==> src/hw/rtl/ugti_pkg.sv <==
// Shared types, constants and helpers for the trilinear interpolation block.
// Used by every module under hw/rtl except ugti_ram; depends on nothing else.
package ugti_pkg;

  localparam int POINTS_X = 16;
  localparam int POINTS_Y = 16;
  localparam int POINTS_Z = 16;

  // index fields are fixed at 4 bits wide
  localparam int IDX_W   = 4;
  localparam int BANK_AW = 3 * (IDX_W - 1);
  localparam int BANK_DEPTH = 1 << BANK_AW;
  localparam int NUM_BANKS  = 8;
  localparam int DATA_W  = 32;
  localparam int WGT_W   = 17;
  localparam int CFG_IDX_W = 3;

  // configuration register indexes
  localparam logic [CFG_IDX_W-1:0] REG_ORIGIN_X   = 3'd0;
  localparam logic [CFG_IDX_W-1:0] REG_ORIGIN_Y   = 3'd1;
  localparam logic [CFG_IDX_W-1:0] REG_ORIGIN_Z   = 3'd2;
  localparam logic [CFG_IDX_W-1:0] REG_INV_STEP_X = 3'd3;
  localparam logic [CFG_IDX_W-1:0] REG_INV_STEP_Y = 3'd4;
  localparam logic [CFG_IDX_W-1:0] REG_INV_STEP_Z = 3'd5;
  localparam logic [CFG_IDX_W-1:0] REG_LAST_INDEX = 3'd6;

  localparam logic [DATA_W-1:0] INV_STEP_RESET = 32'h0001_0000;
  localparam logic [23:0]       LAST_RESET     = 24'h0F0F0F;
  localparam logic [WGT_W-1:0]  WGT_ONE        = 17'h10000;

  // request codes
  localparam logic REQ_WRITE = 1'b0;
  localparam logic REQ_QUERY = 1'b1;

  // Stage payload for the front of the pipeline
  typedef struct packed {
    logic              query;
    logic [IDX_W-1:0]  ix;
    logic [IDX_W-1:0]  iy;
    logic [IDX_W-1:0]  iz;
    logic [DATA_W-1:0] value;
  } pipe_req_t;

  // Saturate one last-index field to 1..points-1
  function automatic logic [IDX_W-1:0] sat_last(input logic [7:0] raw,
                                                input logic [8:0] points);
    logic [8:0] lim;
    lim = points - 9'd1;
    if (raw == 8'd0) begin
      sat_last = IDX_W'(1);
    end else if ({1'b0, raw} > lim) begin
      sat_last = lim[IDX_W-1:0];
    end else begin
      sat_last = raw[IDX_W-1:0];
    end
  endfunction

endpackage

==> src/hw/rtl/ugti_blend.sv <==
// One linear blend lane, two stages: a + round((b - a) * w / 65536).
// Depends on ugti_pkg.
module ugti_blend (
  input  logic                        clk,
  input  logic                        en,
  input  logic [ugti_pkg::DATA_W-1:0] a,
  input  logic [ugti_pkg::DATA_W-1:0] b,
  input  logic [ugti_pkg::WGT_W-1:0]  wgt,
  output logic [ugti_pkg::DATA_W-1:0] r
);
  import ugti_pkg::*;

  localparam int PROD_W = DATA_W + 1 + WGT_W + 1;

  logic signed [DATA_W:0]   delta;
  logic signed [PROD_W-1:0] prod;
  logic signed [PROD_W-1:0] rnd;
  logic [DATA_W-1:0]        a_q;

  assign delta = $signed({b[DATA_W-1], b}) - $signed({a[DATA_W-1], a});
  assign rnd   = (prod + PROD_W'(32768)) >>> 16;

  always_ff @(posedge clk) begin
    if (en) begin
      // stage 1: weighted difference
      prod <= PROD_W'(delta * $signed({1'b0, wgt}));
      a_q  <= a;
      // stage 2: round to nearest and add back the base
      r    <= a_q + rnd[DATA_W-1:0];
    end
  end

endmodule

==> config.mk <==
export PLATFORM = sky130hd
export DESIGN_NAME = ugti_blend
export DESIGN_NICKNAME = d
export VERILOG_FILES = /design/src/hw/rtl/ugti_pkg.sv /design/src/hw/rtl/ugti_blend.sv
export SDC_FILE = /design/constraint.sdc
export NUM_CORES = 2
export LEC_CHECK = 0
export BUFFER_PORTS_ARGS = -buffer_cell sky130_fd_sc_hd__buf_4
export CAP_MARGIN = 40
export CELL_PAD_IN_SITES_DETAIL_PLACEMENT = 0
export CELL_PAD_IN_SITES_GLOBAL_PLACEMENT = 2
export CORE_UTILIZATION = 45
export CTS_BUF_LIST = sky130_fd_sc_hd__clkbuf_4
export DETAILED_ROUTE_END_ITERATION = 8
export GPL_TIMING_DRIVEN = 0
export PLACE_DENSITY = 0.95
export SETUP_SLACK_MARGIN = 0.05
export SYNTH_ARGS = -nofsm -noshare
export SYNTH_HDL_FRONTEND = slang
export SYNTH_SLANG_ARGS = --single-unit
==> constraint.sdc <==
create_clock -name clk -period 14.7 [get_ports clk]
set_input_delay 1.47 -clock clk [delete_from_list [all_inputs] [get_ports clk]]
set_output_delay 1.47 -clock clk [all_outputs]
set_load 0.03 [all_outputs]
==> impl_metrics.env <==
export IMPL_status="finished clean"
export IMPL_skew_ns=0.0226
export IMPL_crit_path_max_fanout=10
export IMPL_arrival_ns=11.42
export IMPL_grt_pass1_wl_mm=122
export IMPL_die_y_um=243
export IMPL_post_cts_buffers=0
export IMPL_io_buffers=100
export IMPL_worst_path_max_delay_cell="clkbuf_1"
export IMPL_dieArea_mm2=0.0592
export IMPL_post_drt_via_cell_ratio=5.27
export IMPL_grt_overflow_total=0
export IMPL_synth_top_area_share_pct=39.4
export IMPL_min_period_ns=11.13
export IMPL_area_growth_pct=8.05
export IMPL_synthTopCellsByCount="653 x inv_1, 516 x fa_1, 364 x nand2_1, 224 x and2_1, 174 x ha_1"
export IMPL_path_buf_inv=6
export IMPL_drive_gt1_share_pct=6.17
export IMPL_cts_resized=0
export IMPL_synthDistinctLibCells=76
export IMPL_syn_area_mm2=0.0262
export IMPL_routed_wl_mm=78.0
export IMPL_cts_max_level=3
export IMPL_rsz0062_at_grt="no"
export IMPL_syn_inst=2872
export IMPL_fin_cells=3784
export IMPL_vias=19900
export IMPL_start_util_pct=45.5
export IMPL_synthArstFlopShare_pct=0
export IMPL_cts_tree="done"
export IMPL_drt_iter0_markers=1304
export IMPL_antenna_left=0
export IMPL_fin_tns_setup_ns=0
export IMPL_grt_max_degree=55
export IMPL_antenna_found_initial=7
export IMPL_wl_per_cell_um=20.6
export IMPL_critical_path_top_delay_family="compound AO/OA/AOI/OAI gates"
export IMPL_die_w_um=243
export IMPL_synth_edff_count=97
export IMPL_drt_pass1_iterations=7
export IMPL_nets=3783
export IMPL_dpl_hpwl_mm=65.2
export IMPL_grtUsageTotal_pct=27.6
export IMPL_synth_top_area_cell="fa_1"
export IMPL_cts_sinks=97
export IMPL_path_class="in -> reg"
export IMPL_yosysMostFrequentCell="inv_1"
export IMPL_clkLatencyLatePin_ns=0.58
export IMPL_cts_buffer_depth=2
export IMPL_max_slew_margin_pct=34.2
export IMPL_cts_made_buffers=9
export IMPL_fillers=5513
export IMPL_cpPeakStageDelay_ns=0.65
export IMPL_syn_nets=3645
export IMPL_critPathRequiredTime_ns=15.00
export IMPL_tightestPinTransition_ns=0.986
export IMPL_cp_start_kind="input pin"
export IMPL_synth_area_leaders="fa_1 39%, edfxtp_1 11%, inv_1 9.4%"
export IMPL_drc=0
export IMPL_first_global_vias=21500
export IMPL_period_share_pct=75.7
export IMPL_synth_yosys_warnings=0
export IMPL_slew_violations=0
export IMPL_max_cap_viol_count=0
export IMPL_path_common_cell="fa_1"
export IMPL_clk_pin_slew_ns=0.16
export IMPL_fin_util_pct=49.2
export IMPL_fmaxAchievable_ghz=0.0899
export IMPL_synth_seq_cells=97
export IMPL_setup_ws_ns=3.57
export IMPL_gp_congestion=0.941
export IMPL_ctsRootBufferMaster="clkbuf_4"
export IMPL_placedCellCount=3764
export IMPL_yosysSeqAreaShare_pct=11.1
export IMPL_hold_violations=0
export IMPL_syn_area_per_cell_um2=9.12
export IMPL_coreArea_mm2=0.0576
export IMPL_fp_row_count=88
export IMPL_io_pins=115
export IMPL_setup_viol_count_final=0
export IMPL_dp_slack_ns=3.03
export IMPL_synthFlopType="edfxtp_1"
export IMPL_hp_class="reg -> reg"
export IMPL_crit_path_end_kind="flop"
export IMPL_ctsHoldBuffers=0
-- per-layer routing --
layer	GRT usage, %	wire [um]	vias up
met5	0	0	-
met4	10.6	3040	0
met3	5.09	5520	139
met2	45.1	36300	746
met1	36.3	33200	10100
li1	-	-	8971
-- cells in the final DEF (no fill, tap or decap), types with 6 or more instances in the layout --
cell type,count
xnor2_1,87
o21bai_1,6
mux2i_1,43
a21o_1,38
xor2_1,32
ha_1,174
mux2_1,8
inv_1,653
buf_4,120
o31ai_1,6
clkbuf_1,111
o211ai_1,6
clkbuf_4,10
nand2_1,364
nand2b_1,79
edfxtp_1,97
nor3_1,21
mux2_2,19
nor2b_1,45
a21oi_1,72
and3_1,11
o21ai_0,32
a31oi_1,9
and2_1,224
o21a_1,20
buf_6,6
a211oi_1,6
nor2_1,66
nand4_1,13
nand3_1,31
fa_1,516
-- final timing paths --
check,startpoint,end,slack [ns],cells past startpoint
worst max-delay path,a[1],prod[45]$_DFFE_PP_,3.57,32
worst min-delay path,a_q[0]$_DFFE_PP_,r[0]$_DFFE_PP_,0.58,1
worst max register to register,prod[17]$_DFFE_PP_,r[31]$_DFFE_PP_,10.10,17
worst min register to register,a_q[0]$_DFFE_PP_,r[0]$_DFFE_PP_,0.58,1
-- stage by stage --
stage / cell area [um^2] / hold slack [ns]
final: 28300 / 0.576
after global routing: 28300 / 0.622
after CTS: 28300 / 0.583
after detailed placement: 28200 / 0.546
after global placement: 27900 / 0.542
after floorplan: 26200 / 0.526
-- cell type report --
class	instances	area [um^2]	share of cell area [%]
repair buffers	127	1000	3.54
multi-input cells	2000	20400	71.9
well taps	765	957	3.38
diodes	5	12.5	0.0442
plain buffers	121	478	1.69
flip-flops and latches	97	2910	10.3
inverters	654	2450	8.67
clock inverters	5	56.3	0.199
clock buffers	10	75.1	0.265
-- cells by family after synthesis --
kind of cell	synth area share, %
AO/OA/AOI/OAI	6.40
XOR/XNOR	4.10
adder cells (fa/ha/maj)	47.7
buffers and inverters	11.2
flip-flops	11.1
multiplexers	2.80
AND/OR/NAND/NOR	16.7
-- worst register-to-register path: stages, from the launching register on --
cell and delay (ns):
edfxtp_1 0.43, and3_1 0.19, nand3_1 0.20, nor2_1 0.25, and2_1 0.23, nand3_1 0.18
nor2_1 0.29, nand4_1 0.38, nor2_1 0.24, xnor2_1 0.22, ha_1 0.37, nand2_1 0.12
nand2b_1 0.12, nand2b_1 0.18, a211oi_1 0.44, o31ai_1 0.18, a21oi_1 0.24, xnor2_1 0.09
-- state kept, by name, summed over array words and instances (netlist names) --
register  cells
a_q          32
prod         33
r            32
Power is not shown: default switching activity piles up to over one toggle a cycle in this logic, so the estimate is an artifact.
