**config.mk**
```make
export PLATFORM = sky130hd
export DESIGN_NAME = ugti_locate
export DESIGN_NICKNAME = d
export VERILOG_FILES = /design/src/hw/rtl/ugti_pkg.sv /design/src/hw/rtl/ugti_locate.sv
export SDC_FILE = /design/constraint.sdc
export NUM_CORES = 2
export LEC_CHECK = 0
export BUFFER_PORTS_ARGS = -buffer_cell sky130_fd_sc_hd__buf_2
export CAP_MARGIN = 30
export CORE_MARGIN = 3
export CORE_UTILIZATION = 60
export DETAILED_ROUTE_END_ITERATION = 7
export GPL_TIMING_DRIVEN = 0
export PLACE_DENSITY = 0.77
export SYNTH_ARGS = -nofsm -noshare
export SYNTH_HDL_FRONTEND = slang
export SYNTH_SLANG_ARGS = --single-unit
```
**constraint.sdc**
```tcl
create_clock -name clk -period 9.7 [get_ports clk]
set_input_delay 1.455 -clock clk [delete_from_list [all_inputs] [get_ports clk]]
set_output_delay 1.455 -clock clk [all_outputs]
set_load 0.005 [all_outputs]
```
**src/hw/rtl/ugti_pkg.sv**
```systemverilog
// Shared types, constants and helpers for the trilinear interpolation block.
// Used by every module under hw/rtl except ugti_ram; depends on nothing else.
package ugti_pkg;

  localparam int POINTS_X = 16;
  localparam int POINTS_Y = 16;
  localparam int POINTS_Z = 16;

  // index fields are fixed at 4 bits wide
  localparam int IDX_W   = 4;
  localparam int BANK_AW = 3 * (IDX_W - 1);
  localparam int BANK_DEPTH = 1 << BANK_AW;
  localparam int NUM_BANKS  = 8;
  localparam int DATA_W  = 32;
  localparam int WGT_W   = 17;
  localparam int CFG_IDX_W = 3;

  // configuration register indexes
  localparam logic [CFG_IDX_W-1:0] REG_ORIGIN_X   = 3'd0;
  localparam logic [CFG_IDX_W-1:0] REG_ORIGIN_Y   = 3'd1;
  localparam logic [CFG_IDX_W-1:0] REG_ORIGIN_Z   = 3'd2;
  localparam logic [CFG_IDX_W-1:0] REG_INV_STEP_X = 3'd3;
  localparam logic [CFG_IDX_W-1:0] REG_INV_STEP_Y = 3'd4;
  localparam logic [CFG_IDX_W-1:0] REG_INV_STEP_Z = 3'd5;
  localparam logic [CFG_IDX_W-1:0] REG_LAST_INDEX = 3'd6;

  localparam logic [DATA_W-1:0] INV_STEP_RESET = 32'h0001_0000;
  localparam logic [23:0]       LAST_RESET     = 24'h0F0F0F;
  localparam logic [WGT_W-1:0]  WGT_ONE        = 17'h10000;

  // request codes
  localparam logic REQ_WRITE = 1'b0;
  localparam logic REQ_QUERY = 1'b1;

  // Stage payload for the front of the pipeline
  typedef struct packed {
    logic              query;
    logic [IDX_W-1:0]  ix;
    logic [IDX_W-1:0]  iy;
    logic [IDX_W-1:0]  iz;
    logic [DATA_W-1:0] value;
  } pipe_req_t;

  // Saturate one last-index field to 1..points-1
  function automatic logic [IDX_W-1:0] sat_last(input logic [7:0] raw,
                                                input logic [8:0] points);
    logic [8:0] lim;
    lim = points - 9'd1;
    if (raw == 8'd0) begin
      sat_last = IDX_W'(1);
    end else if ({1'b0, raw} > lim) begin
      sat_last = lim[IDX_W-1:0];
    end else begin
      sat_last = raw[IDX_W-1:0];
    end
  endfunction

endpackage

```
**src/hw/rtl/ugti_locate.sv**
```systemverilog
// Axis mapping: coordinate to cell index and Q1.16 weight in three stages.
// Depends on ugti_pkg.
module ugti_locate (
  input  logic                            clk,
  input  logic                            en,
  input  logic [ugti_pkg::DATA_W-1:0]     coord,
  input  logic [ugti_pkg::DATA_W-1:0]     origin,
  input  logic [ugti_pkg::DATA_W-1:0]     inv_step,
  input  logic [ugti_pkg::IDX_W-1:0]      last,
  output logic [ugti_pkg::IDX_W-1:0]      cell_idx,
  output logic [ugti_pkg::WGT_W-1:0]      wgt
);
  import ugti_pkg::*;

  logic signed [DATA_W:0] diff;
  logic                   pos1;
  logic [DATA_W-1:0]      dmag;
  logic                   pos2;
  logic [2*DATA_W-1:0]    prod;
  logic [DATA_W-1:0]      last_m1;

  // exact difference, sign extended
  assign diff = $signed({coord[DATA_W-1], coord}) - $signed({origin[DATA_W-1], origin});
  assign last_m1 = DATA_W'(last) - DATA_W'(1);

  always_ff @(posedge clk) begin
    if (en) begin
      // stage 1: above-origin flag and magnitude
      pos1 <= !diff[DATA_W] && (diff != '0);
      dmag <= diff[DATA_W-1:0];
      // stage 2: scale by inverse spacing
      pos2 <= pos1;
      prod <= dmag * inv_step;
      // stage 3: clamp to the grid
      if (!pos2) begin
        cell_idx <= '0;
        wgt      <= '0;
      end else if (prod[2*DATA_W-1:DATA_W] > last_m1) begin
        cell_idx <= last_m1[IDX_W-1:0];
        wgt      <= WGT_ONE;
      end else begin
        cell_idx <= prod[DATA_W+IDX_W-1:DATA_W];
        wgt      <= {1'b0, prod[DATA_W-1:DATA_W-16]};
      end
    end
  end

endmodule

```
==> flow_metrics.py <==
metrics = {
    "cts": {
        "cts_hold_buf": 0,
        "insertion_delay_ns": 0.42,
        "clock-root-buffer": "clkbuf_16",
        "tritoncts": "yes",
        "h-tree-depth": 3,
        "numCtsBuffers": 9,
        "cts_setup_buffers": 0,
        "clk_transition_reported_paths_ns": 0.10,
        "cts_sinks": 103,
        "clockBufferDepth": 2,
    },
    "setup_path": {
        "r2r_setup_slack_ns": 0.28,
        "cp_max_fo": 10,
        "worstPathRequired_ns": 9.86,
        "path_class": "in -> reg",
        "critPathCaptureType": "flop",
        "critPathLaunchType": "primary input",
        "arrival_ns": 9.76,
    },
    "floorplanning": {
        "core_sq_um": 63540,
        "die_w_um": 260.3,
        "ios": 123,
        "num_rows": 92,
        "dieArea_sq_um": 67770,
        "die_y_um": 260.3,
        "initial_utilization_pct": 61.07,
    },
    "synth": {
        "yosysUniqueCellTypes": 67,
        "yosys_register_bits": 103,
        "syn_inst": 4159,
        "synth_warnings": 0,
        "ys_seq_area_share_pct": 7.970,
        "synth.most_common_cell": "inv_1",
        "synthesis.area_sq_um": 38810,
        "synth_common_cells": "inv_1, fa_1, and2_1",
        "synthArstFlopShare_pct": 0,
        "ys.flop_type": "edfxtp_1",
        "synth_area_per_cell_sq_um": 9.331,
        "synth_nets": 5482,
        "yosysTopAreaCell": "fa_1",
        "synth.top_cell.area_share_pct": 46.22,
        "synth_edf_count": 103,
        "synthTopCellsByArea": "fa_1, ha_1, and2_1",
    },
    "global_route": {
        "grt_pass1_wl_um": 200100,
        "gr-total-overflow": 0,
        "antenna_found_initial": 16,
        "grt_max_degree": 71,
        "globalRouteTotalUtil_pct": 41.74,
        "grt_pass1_vias": 31347,
    },
    "place": {
        "gp_congestion": 1.073,
        "io_buffer_count": 122,
        "postPlaceCellArea_sq_um": 40590,
        "dp_hpwl_um": 113700,
    },
    "hold_path": {
        "min_path_type": "reg -> reg",
    },
    "layout": {
        "area_growth_pct": 6.113,
        "utilization_pct": 64.81,
        "drive_above_1_share_pct": 5.152,
        "design_area_sq_um": 41180,
        "final_nets": 5627,
        "final.fill_count": 5366,
    },
    "route": {
        "via_per_inst": 5.984,
        "drt-initial-drc-count": 3436,
        "num_vias": 30947,
        "post_drt_wl_per_cell_um": 26.67,
        "dr.pass1.iters": 8,
        "wirelength_um": 137900,
        "drcViolationCount": 0,
        "ant_nets": 0,
    },
    "sta": {
        "fin_tns_setup_ns": 0,
        "worstMarginPinSlew_ns": 1.136,
        "setup_viol": 0,
        "hold_viol_final": 0,
        "period_share_pct": 98.95,
        "fin_crit_ns": 9.599,
        "slew_headroom_pct": 24.26,
        "fmax_mhz": 104.2,
        "slew_viol_final": 0,
        "fin_skew_ns": 0.02855,
    },
    "run_status": {
        "status": "finished, final reports clean",
    },
    "run": {
        "cap_violations": 0,
    },
}
## what timing repair did
item / CTS / global route
pin swaps: 0 / 0
resized for setup: 20 / 101
setup endpoints to repair: 10 / 10
## final timing paths
kind	startpoint	end	cells after the start
max	inv_step[4]	prod[57]	27
min	prod[16]	wgt[0]	1
max reg2reg	dmag[7]	prod[57]	26
min reg2reg	prod[16]	wgt[0]	1
## placed cells by master (no fill, tap or decap), drive strengths merged, types with 5 or more instances in the layout
cell,synthesis,layout
nand4,34,34
nor2b,15,15
o31ai,7,7
o21a,11,11
clkbuf,230,234
o21bai,9,9
xor2,26,26
and3,25,25
nand3,14,14
edfxtp,103,103
diode,0,17
fa,896,896
ha,325,325
nor3,15,15
a21oi,102,102
and4,5,5
a221oi,7,7
inv,924,928
a31oi,11,11
nor4,7,7
buf,0,139
a21o,52,52
nor2,56,56
a211oi,14,14
xnor2,54,54
nand2b,11,11
and2,579,579
o21ai,58,58
nand2,507,507
or3,5,5
## critical path, cell delays in order
cell and delay [ns]:
buf_2 0.24, clkbuf_2 0.42, and2_1 0.21, fa_1 0.42, inv_1 0.08, fa_1 0.43
fa_1 0.57, fa_1 0.57, inv_1 0.05, fa_1 0.47, fa_1 0.50, fa_1 0.49
inv_1 0.11, fa_1 0.71, inv_1 0.09, ha_1 0.28, clkbuf_1 0.21, a21o_1 0.20
a21o_1 0.16, a21oi_1 0.13, o21ai_1 0.13, a211oi_2 0.53, o21ai_1 0.30, a211oi_2 0.34
o21ai_1 0.15, a221oi_1 0.33, xnor2_1 0.13
## per-stage QoR
| step | cells | setup WS (ns) | hold WS (ns) |
|---|---|---|---|
| 2_1_floorplan | 4159 | 1.073 | 0.4003 |
| 3_3_place_gp | 5127 | -0.9340 | 0.5379 |
| 3_5_place_dp | 5134 | -0.9637 | 0.5428 |
| 4_1_cts | 5148 | 0.009393 | 0.5648 |
| 5_1_grt | 5158 | -0.003066 | 0.5723 |
| 6_report | 5172 | 0.1014 | 0.5625 |
## final cells by class
| class | count | area [sq um] | area share, % |
|---|---|---|---|
| antenna | 17 | 42.54 | 0.1033 |
| buffer | 228 | 943.4 | 2.291 |
| clock buffer | 9 | 225.2 | 0.5469 |
| clock inverter | 7 | 93.84 | 0.2279 |
| inverter | 924 | 3468 | 8.422 |
| multi-input combinational | 2902 | 31420 | 76.29 |
| sequential | 103 | 3093 | 7.511 |
| tap | 846 | 1059 | 2.571 |
| timing repair buffer | 136 | 839.6 | 2.039 |
## kinds of logic after synthesis
| kind of cell | after synthesis | synth area share (%) |
|---|---|---|
| flip-flops | 103 | 7.970 |
| XOR/XNOR | 80 | 1.806 |
| multiplexers | 2 | 0.05481 |
| AO/OA/AOI/OAI | 312 | 5.181 |
| buffers and inverters | 1154 | 11.16 |
| AND/OR/NAND/NOR | 1287 | 17.13 |
| adder cells (fa/ha/maj) | 1221 | 56.70 |
## per-layer routing
layer  GRT usage, %  vias to the layer above  wire, um  part of all wire (%)
met1          52.38                    15631     48710                    35
met2          61.27                     2025     59260                    43
met4          33.82                        4     14090                    10
met3          10.78                      576     15860                    11
li1               -                    12711         -                     -
met5              0                        -        30                 0.022
## state kept, by name (all words and copies together), names as in the netlist
register  count
pos1          1
dmag         32
pos2          1
wgt          17
cell_idx      4
prod         48
Power is not shown: default switching activity piles up to over one toggle a cycle in this logic, so the estimate is an artifact.
